File: config.mk
export PLATFORM = sky130hd
export DESIGN_NAME = csv_field_row_tokenizer_core
export DESIGN_NICKNAME = d
export VERILOG_FILES = /design/src/rtl/cft_pkg.sv /design/src/rtl/csv_field_row_tokenizer_core.sv /design/src/rtl/cft_parser.sv /design/src/rtl/cft_emitter.sv
export SDC_FILE = /design/constraint.sdc
export NUM_CORES = 1
export LEC_CHECK = 0
export ABC_CLOCK_PERIOD_IN_PS = 2700
export CORE_MARGIN = 1
export CORE_UTILIZATION = 54
export CTS_BUF_LIST = sky130_fd_sc_hd__clkbuf_8 sky130_fd_sc_hd__clkbuf_16
export CTS_CLUSTER_DIAMETER = 50
export DETAILED_ROUTE_END_ITERATION = 10
export DONT_BUFFER_PORTS = 1
export PLACE_DENSITY = 0.72
export SLEW_MARGIN = 20
export SYNTH_ARGS = -nofsm -noshare
export SYNTH_HDL_FRONTEND = slang
export SYNTH_SLANG_ARGS = --single-unit
File: constraint.sdc
create_clock -name clk_i -period 2.7 [get_ports clk_i]
set_clock_uncertainty 0.05 [all_clocks]
set_input_delay 0.405 -clock clk_i [delete_from_list [all_inputs] [get_ports clk_i]]
set_output_delay 0.405 -clock clk_i [all_outputs]
set_load 0.01 [all_outputs]
File: src/rtl/cft_pkg.sv
// Shared types and constants for the CSV field and row tokenizer.
// Holds parse modes, result kinds and the per-byte result bundle; no dependencies.
`default_nettype none

package cft_pkg;

  localparam int unsigned ByteW   = 8;
  localparam int unsigned MaxRes  = 3;
  localparam int unsigned CntW    = 2;

  localparam logic [ByteW-1:0] DelimReset = 8'd44;  // comma
  localparam logic [ByteW-1:0] ChQuote    = 8'h22;
  localparam logic [ByteW-1:0] ChCr       = 8'h0D;
  localparam logic [ByteW-1:0] ChLf       = 8'h0A;
  localparam logic [ByteW-1:0] ChNul      = 8'h00;

  typedef enum logic [2:0] {
    MODE_ROW    = 3'd0,
    MODE_DELIM  = 3'd1,
    MODE_PLAIN  = 3'd2,
    MODE_QUOTED = 3'd3,
    MODE_QSEEN  = 3'd4,
    MODE_CR     = 3'd5
  } mode_e;

  typedef enum logic [1:0] {
    KIND_BYTE  = 2'd0,
    KIND_FIELD = 2'd1,
    KIND_ROW   = 2'd2
  } kind_e;

  typedef struct packed {
    kind_e            kind;
    logic [ByteW-1:0] data;
  } res_t;

  // All results caused by one input byte, in order from entry 0
  typedef struct packed {
    logic [CntW-1:0]     cnt;
    res_t [MaxRes-1:0]   res;
  } bundle_t;

endpackage

`default_nettype wire

File: src/rtl/csv_field_row_tokenizer_core.sv
// Top level of the CSV field and row tokenizer.
// Instantiates cft_parser and cft_emitter; depends on cft_pkg.
//
// Feed CSV text one byte per transaction; each byte yields zero to three results
// (content byte, field end, or field end that also ends the row), delivered in
// order with last_of_run marking the final result of that byte. The parser
// decodes a byte in the cycle it is accepted and stores its results in a small
// bundle register; the output register drains that bundle one result per cycle
// while out_stall_i does not hold it. A new byte is taken as the previous byte's
// last result moves into the output register; the single output register is the
// limit. Results pass the bundle register, then the output register. The
// delimiter register resets to comma and is written by cfg_we_i/cfg_data_i; the
// user must write it only while the block is idle, which the block does not enforce.
`default_nettype none

module csv_field_row_tokenizer_core (
  input  wire logic       clk_i,
  input  wire logic       rst_ni,
  input  wire logic       cfg_we_i,
  input  wire logic [7:0] cfg_data_i,
  input  wire logic       in_valid_i,
  output logic            in_stall_o,
  input  wire logic [7:0] data_byte_i,
  input  wire logic       end_of_text_i,
  output logic            out_valid_o,
  input  wire logic       out_stall_i,
  output logic [1:0]      kind_o,
  output logic [7:0]      content_byte_o,
  output logic            last_of_run_o
);
  import cft_pkg::*;

  bundle_t bundle;
  logic    accept;

  assign accept = in_valid_i && !in_stall_o;

  // Decode bytes and track parse mode
  cft_parser u_parser (
    .clk_i         (clk_i),
    .rst_ni        (rst_ni),
    .cfg_we_i      (cfg_we_i),
    .cfg_data_i    (cfg_data_i),
    .accept_i      (accept),
    .data_byte_i   (data_byte_i),
    .end_of_text_i (end_of_text_i),
    .bundle_o      (bundle)
  );

  // Queue and deliver the results
  cft_emitter u_emitter (
    .clk_i          (clk_i),
    .rst_ni         (rst_ni),
    .in_valid_i     (in_valid_i),
    .in_stall_o     (in_stall_o),
    .bundle_i       (bundle),
    .out_valid_o    (out_valid_o),
    .out_stall_i    (out_stall_i),
    .kind_o         (kind_o),
    .content_byte_o (content_byte_o),
    .last_of_run_o  (last_of_run_o)
  );

endmodule

`default_nettype wire

File: src/rtl/cft_parser.sv
// Parse-mode register, delimiter register and per-byte decode logic.
// Depends on cft_pkg; produces a result bundle for each accepted byte.
`default_nettype none

module cft_parser (
  input  wire logic                 clk_i,
  input  wire logic                 rst_ni,
  input  wire logic                 cfg_we_i,
  input  wire logic [7:0]           cfg_data_i,
  input  wire logic                 accept_i,
  input  wire logic [7:0]           data_byte_i,
  input  wire logic                 end_of_text_i,
  output cft_pkg::bundle_t          bundle_o
);
  import cft_pkg::*;

  typedef struct packed {
    bundle_t b;
    mode_e   mode;
  } step_t;

  logic [ByteW-1:0] delim_q;
  mode_e            mode_q;
  step_t            step;

  // Append one result to the bundle
  function automatic step_t push(step_t s, kind_e k, logic [ByteW-1:0] d);
    step_t r;
    r = s;
    r.b.res[s.b.cnt] = '{kind: k, data: d};
    r.b.cnt = s.b.cnt + 2'd1;
    return r;
  endfunction

  // Handle a byte where a new field begins
  function automatic step_t begin_field(step_t s, logic [ByteW-1:0] c,
                                        logic [ByteW-1:0] dl);
    step_t r;
    r = s;
    priority if (c == ChQuote) begin
      r.mode = MODE_QUOTED;
    end else if (c == dl) begin
      r = push(r, KIND_FIELD, '0);
      r.mode = MODE_DELIM;
    end else if (c == ChCr) begin
      r = push(r, KIND_ROW, '0);
      r.mode = MODE_CR;
    end else if (c == ChLf) begin
      r = push(r, KIND_ROW, '0);
      r.mode = MODE_ROW;
    end else begin
      r = push(r, KIND_BYTE, c);
      r.mode = MODE_PLAIN;
    end
    return r;
  endfunction

  // Handle the byte that follows a finished field
  function automatic step_t after_field(step_t s, logic [ByteW-1:0] c,
                                        logic [ByteW-1:0] dl);
    step_t r;
    r = s;
    priority if (c == dl) begin
      r = push(r, KIND_FIELD, '0);
      r.mode = MODE_DELIM;
    end else if (c == ChCr) begin
      r = push(r, KIND_ROW, '0);
      r.mode = MODE_CR;
    end else if (c == ChLf) begin
      r = push(r, KIND_ROW, '0);
      r.mode = MODE_ROW;
    end else begin
      // stray byte after a closing quote ends the row and opens the next
      r = push(r, KIND_ROW, '0);
      r.mode = MODE_ROW;
      r = begin_field(r, c, dl);
    end
    return r;
  endfunction

  // Decode the incoming byte against the current mode
  always_comb begin
    step_t s;
    s = '{b: '0, mode: mode_q};
    unique case (mode_q)
      MODE_CR: begin
        if (data_byte_i == ChLf) s.mode = MODE_ROW;
        else                     s = begin_field(s, data_byte_i, delim_q);
      end
      MODE_DELIM: begin
        priority if (data_byte_i == ChCr) begin
          s = push(s, KIND_ROW, '0);
          s.mode = MODE_CR;
        end else if (data_byte_i == ChLf) begin
          s = push(s, KIND_ROW, '0);
          s.mode = MODE_ROW;
        end else if (data_byte_i == ChNul) begin
          s = push(s, KIND_ROW, '0);
          s = begin_field(s, data_byte_i, delim_q);
        end else begin
          s = begin_field(s, data_byte_i, delim_q);
        end
      end
      MODE_PLAIN: begin
        if (data_byte_i == delim_q || data_byte_i == ChCr || data_byte_i == ChLf)
          s = after_field(s, data_byte_i, delim_q);
        else
          s = push(s, KIND_BYTE, data_byte_i);
      end
      MODE_QUOTED: begin
        if (data_byte_i == ChQuote) s.mode = MODE_QSEEN;
        else                        s = push(s, KIND_BYTE, data_byte_i);
      end
      MODE_QSEEN: begin
        if (data_byte_i == ChQuote) begin
          s = push(s, KIND_BYTE, data_byte_i);
          s.mode = MODE_QUOTED;
        end else begin
          s = after_field(s, data_byte_i, delim_q);
        end
      end
      default: s = begin_field(s, data_byte_i, delim_q);
    endcase

    // Close an open field at end of text
    if (end_of_text_i) begin
      if (s.mode == MODE_DELIM || s.mode == MODE_PLAIN ||
          s.mode == MODE_QUOTED || s.mode == MODE_QSEEN)
        s = push(s, KIND_ROW, '0);
      s.mode = MODE_ROW;
    end
    step = s;
  end

  assign bundle_o = step.b;

  // Hold the delimiter and advance the mode on each accepted byte
  always_ff @(posedge clk_i or negedge rst_ni) begin
    if (!rst_ni) begin
      delim_q <= DelimReset;
      mode_q  <= MODE_ROW;
    end else begin
      if (cfg_we_i) delim_q <= cfg_data_i;
      if (accept_i) mode_q  <= step.mode;
    end
  end

endmodule

`default_nettype wire

File: src/rtl/cft_emitter.sv
// Bundle register and output register: drains each byte's results one per cycle
// while unstalled; depends on cft_pkg for the bundle and result types.
`default_nettype none

module cft_emitter (
  input  wire logic                 clk_i,
  input  wire logic                 rst_ni,
  input  wire logic                 in_valid_i,
  output logic                      in_stall_o,
  input  wire cft_pkg::bundle_t     bundle_i,
  output logic                      out_valid_o,
  input  wire logic                 out_stall_i,
  output logic [1:0]                kind_o,
  output logic [7:0]                content_byte_o,
  output logic                      last_of_run_o
);
  import cft_pkg::*;

  logic [CntW-1:0]   rem_q, rem_d;
  res_t [MaxRes-1:0] res_q, res_d;
  logic              out_valid_q, out_valid_d;
  res_t              out_res_q, out_res_d;
  logic              out_last_q, out_last_d;
  logic              out_free, take, accept;

  assign out_free   = !out_valid_q || !out_stall_i;
  assign take       = (rem_q != '0) && out_free;
  assign in_stall_o = !((rem_q == '0) || (out_free && rem_q == CntW'(1)));
  assign accept     = in_valid_i && !in_stall_o;

  // Load a new bundle or shift out the head entry
  always_comb begin
    rem_d = rem_q;
    res_d = res_q;
    if (accept) begin
      rem_d = bundle_i.cnt;
      res_d = bundle_i.res;
    end else if (take) begin
      rem_d    = rem_q - CntW'(1);
      res_d[0] = res_q[1];
      res_d[1] = res_q[2];
      res_d[2] = '0;
    end
  end

  // Fill the output register whenever it frees up
  always_comb begin
    out_valid_d = out_valid_q;
    out_res_d   = out_res_q;
    out_last_d  = out_last_q;
    if (take) begin
      out_valid_d = 1'b1;
      out_res_d   = res_q[0];
      out_last_d  = (rem_q == CntW'(1));
    end else if (out_free) begin
      out_valid_d = 1'b0;
    end
  end

  always_ff @(posedge clk_i or negedge rst_ni) begin
    if (!rst_ni) begin
      rem_q       <= '0;
      out_valid_q <= 1'b0;
    end else begin
      rem_q       <= rem_d;
      out_valid_q <= out_valid_d;
    end
  end

  always_ff @(posedge clk_i) begin
    res_q      <= res_d;
    out_res_q  <= out_res_d;
    out_last_q <= out_last_d;
  end

  assign out_valid_o    = out_valid_q;
  assign kind_o         = out_res_q.kind;
  assign content_byte_o = out_res_q.data;
  assign last_of_run_o  = out_last_q;

endmodule

`default_nettype wire

; ---- Word-level counts from Yosys, hierarchy flattened
; Index checks and enable logic that the tools add are counted.
[classes]
muxes = 43
n_shift = 0
n_bitwise = 3
add_sub_neg = 2
eq_ne = 14
n_lt_le_gt_ge = 2
mul = 0
n_reduce_logical = 19
div = 0
[ops]
columns = operator, count
row1 = 35-bit 2-to-1 mux, 15
row2 = 35-bit one-hot mux with 5 select lines, 1
row3 = 32-bit 2-to-1 mux, 5
row4 = 31-bit 2-to-1 mux, 2
row5 = 30-bit 2-to-1 mux, 2
row6 = 13-bit 2-to-1 mux, 3
row7 = 27-bit AND, 1
row8 = 27-bit NOT, 1
row9 = 22-bit 2-to-1 mux, 1
row10 = 10-bit demux with 2-bit select, 1
row11 = 3-bit 2-to-1 mux, 6
row12 = 8-bit by 4-bit equality test with 1-bit output (second input constant), 2
row13 = 3-bit by 2-bit equality test with 1-bit output (second input constant), 4
row14 = 12-bit 2-to-1 mux, 1
row15 = 10-bit 2-to-1 mux, 1
row16 = 3-bit equality test (second input constant), 3
row17 = 8-bit by 6-bit equality test with 1-bit output (second input constant), 1
row18 = 8-bit equality test, 1
row19 = 8-bit zero test, 1
row20 = 1-bit logical OR, 7
row21 = 3-bit by 1-bit equality test with 1-bit output (second input constant), 2
row22 = 2-bit nonzero test, 3
row23 = 1-bit logical AND, 4
row24 = 2-bit 2-to-1 mux, 2
row25 = other kinds (9), 13
[word_totals]
output_inout_bits = 13
romBits = 0
input_bits = 22
ff_bits = 55
memories = 0
word_cells = 96
mem_bits_rw = 0
latchBits = 0

; ---- Logic depth before layout (Yosys ltp)
[logic_depth]
depth_word = 16
ltp_mapped = 11
mapped_depth_nobuf = 10

; ---- By module
; A second synthesis with hierarchy kept.
[unflattened]
hier_cells = 308
hier_area_um2 = 3545.9
[modules_own_cells]
columns = mod, area_each_um2, cells_each, seq_area_each_um2, instances
row1 = cft_emitter, 1831.8, 93, 1306.3, 1
row2 = cft_parser, 1700.4, 214, 279.0, 1
row3 = csv_field_row_tokenizer_core, 13.8, 1, 0.0, 1

; ---- Worst setup path after synthesis
; Ideal clock, no wire load.
[synth_path]
path_type = input to register
startpoint = in data_byte_i[4]
endpoint = reg u_emitter.res_q[8] (netlist name) (data pin)
n_path_buf = 1
setup_ns = 0.257
required_ns = 2.393
t_arrival_ns = 2.746
slack_ns = -0.352
stages = 10
path_cell_list = or3_1 buf_6 nor3_1 ha_1 o311ai_0 o211ai_1 inv_1 ha_1 a21oi_1 a32o_1
[synth_lines]
columns = item, line_no
row1 = from (decl), csv_field_row_tokenizer_core.sv:23  ; input wire logic [7:0] data_byte_i,
row2 = to (signal assigned), cft_emitter.sv:71  ; res_q <= res_d;
row3 = to (decl), cft_emitter.sv:20  ; res_t [MaxRes-1:0] res_q, res_d;

==> flow_summary.toml <==
[grt]
grt_pass1_vias = 1958
grt_usage_pct = 24.5
antenna_found_initial = 0
overflow = 0
grt_first_pass_wirelength_um = 9680
grt_start_max_net_pins = 22

[synth]
yosys.cell_types.count = 52
synthTopCellsByArea = "edfxtp_1 36%, dfrtp_1 10%, nor2_1 4.3%"
async_flop_share_pct = 30.4
synth.top_cell.area_share_pct = 36.3
yosys.area.top_type = "edfxtp_1"
synthCells = 253
ys_warn_count = 0
avgSynthCellArea_um2 = 10.4
syn-num-nets = 281
synth_area_um2 = 2640
synth_ff_type = "edfxtp_1"
yosysMostFrequentCell = "edfxtp_1"
synth-edff-count = 32
synthTopCellsByCount = "32 x edfxtp_1, 30 x nor2_1, 19 x nand2_1"
synth-seq-cells = 46
ys_seq_area_share_pct = 49.7

[worst_setup_path]
worstSetupStartpointType = "register"
rr_worst_depth = 10
crit_required_ps = 2770
critical_path.max_fanout = 5
arrival_ps = 2720
critPathKind = "register to register"
endpoint_kind = "register"

[routing]
wl_per_cell_um = 16.6
vias = 2055
drc = 0
dr.pass1.iters = 4
drt_iter0_markers = 113
drtAntennaViolNets = 0
drt-total-wl_um = 5970
via_per_inst = 5.72

[placed_design]
numPortBuffers = 0
gp_congestion = 0.898
placed_cell_area_um2 = 3010
dp_hpwl_um = 4550

[power_and_ir_drop]
p_per_area_nw_per_um2 = 735
peakVddDrop_v = 0.000273
leakage_nw = 1.21

[sta]
fin_crit_ps = 2650
tightest_slew_ps = 691
drv_slew = 0
timing.final.crit_share_pct = 98.1
rsz0062_at_grt = "yes"
fmax_mhz = 377
hold_viol = 0
fin_hold_ws_ps = 136
slew_headroom_pct = 53.8
finalSetupViolations = 0

[worst_hold_path]
holdCritPathClass = "input pin to register"
hold_depth = 1

[cells_and_area]
fin_area_um2 = 3150
drive_gt1_share_pct = 29.1
nNetsFinal = 319
antennaDiodeCount = 0
areaGrowthSynthToFinish_pct = 19.3

[clocking]
htreeDepth = 2
numClockSinks = 46
worst_skew_pair.late_latency_ps = 300
cts_buffer_depth = 2
cts_tree = "done"
ctsRootBufferMaster = "clkbuf_8"
cts_buffers = 5
path_clk_slew_ps = 100

[status]
status = "completed"

[floorplan]
chipWidth_um = 72.0
core_um2 = 4720
start_util_pct = 56.0
die_y_um = 72.0
rows = 25
io_pins = 35
die_area_um2 = 5180

[flow_run]
cap_viol_max_count = 0
[layer usage]
layer | vias to the layer above | track usage (%) | part of all wire, %
met4 | 0 | 6.54 | 1.1
met5 | - | 0 | 0
li1 | 1024 | - | -
met3 | 7 | 3.61 | 3.7
met1 | 964 | 33.5 | 46
met2 | 60 | 41.0 | 49
[flip-flops by register name, indices dropped and copies added (netlist names)]
name and flops:
u_emitter.res_q 21, u_parser.delim_q 8, u_parser.mode_q 3, u_emitter.out_valid_o 1, u_emitter.content_byte_o 8, u_emitter.kind_o 2, u_emitter.rem_q 2, u_emitter.last_of_run_o 1
[through the flow]
stage | std cells | setup TNS, ps | setup WS (ps) | power [mW] | util [%]
floorplan | 253 | -117 | -46.4 | 1.70 | -
global placement | 347 | -1170 | -140 | 1.86 | 63.6
detailed placement | 347 | -1700 | -192 | 1.89 | 63.6
CTS | 356 | 0 | 40.7 | 2.32 | 65.8
global route | 359 | -169 | -47.0 | 2.45 | 66.8
finish | 359 | 0 | 50.8 | 2.32 | 66.8
[path summary, 6_finish.rpt]
path	to	slack, ps	from
hold reg to reg	u_emitter.content_byte_o[7]	380	u_emitter.res_q[7]
setup / recovery	u_emitter.res_q[3]	50	u_parser.delim_q[3]
hold / removal	u_parser.mode_q[1]	140	end_of_text_i
max in group asynchronous	u_parser.delim_q[4]	1630	rst_ni
min in group asynchronous	u_parser.mode_q[0]	530	rst_ni
setup reg to reg	u_emitter.res_q[3]	50	u_parser.delim_q[3]
[report_power, final]
group	switching [mW]	total (mW)	internal, mW
clock network	0.249	0.434	0.185
registers	0.133	1.25	1.11
logic	0.372	0.639	0.267
total	0.754	2.32	1.57
[cells in the final DEF (no fill, tap or decap), types with 3 or more instances in the layout]
master,instances
ha_1,5
edfxtp_1,32
buf_4,45
nand3_1,5
a21oi_1,17
o22ai_1,4
nor2b_1,4
nand2b_1,6
nand3b_1,3
dfstp_2,3
xnor2_1,9
mux2_2,8
a22o_1,8
nor2_1,29
clkbuf_8,5
nor4_1,4
nor3_1,4
inv_1,6
a221oi_1,3
a21o_1,3
o21ai_0,11
nand2_1,19
dfrtp_1,11
a31oi_1,3
[worst max-delay path: stages, from the launching register on]
cell      delay, ps
dfstp_2         560
xnor2_2         110
nand4_1         140
buf_4           180
o21ai_4         170
nor2_2           60
o211ai_1        310
inv_1           140
ha_4            200
a21o_1          200
o41ai_2         350
[cell families after synthesis]
logic type / after synthesis / share of synthesized area, %
buffers and inverters: 22 / 3.74
multiplexers: 8 / 3.41
AND/OR/NAND/NOR: 92 / 17.7
adder cells (fa/ha/maj): 6 / 2.84
flip-flops: 46 / 49.7
AO/OA/AOI/OAI: 69 / 19.3
XOR/XNOR: 10 / 3.31
[area by class of cell]
| class | count | area [um^2] |
|---|---|---|
| fillers | 384 | 1570 |
| flip-flops and latches | 46 | 1320 |
| multi-input cells | 185 | 1290 |
| repair buffers | 46 | 348 |
| well taps | 67 | 83.8 |
| clock buffers | 5 | 68.8 |
| inverters | 7 | 26.3 |
| clock inverters | 3 | 23.8 |
[repair_timing]
action,in CTS,in global routing
endpoints found under the setup margin,0,5
endpoints found under the hold margin,14,0
gates resized for setup,0,4
buffers inserted,0,3
hold buffers,1,0
(Power assumes the default switching activity.)
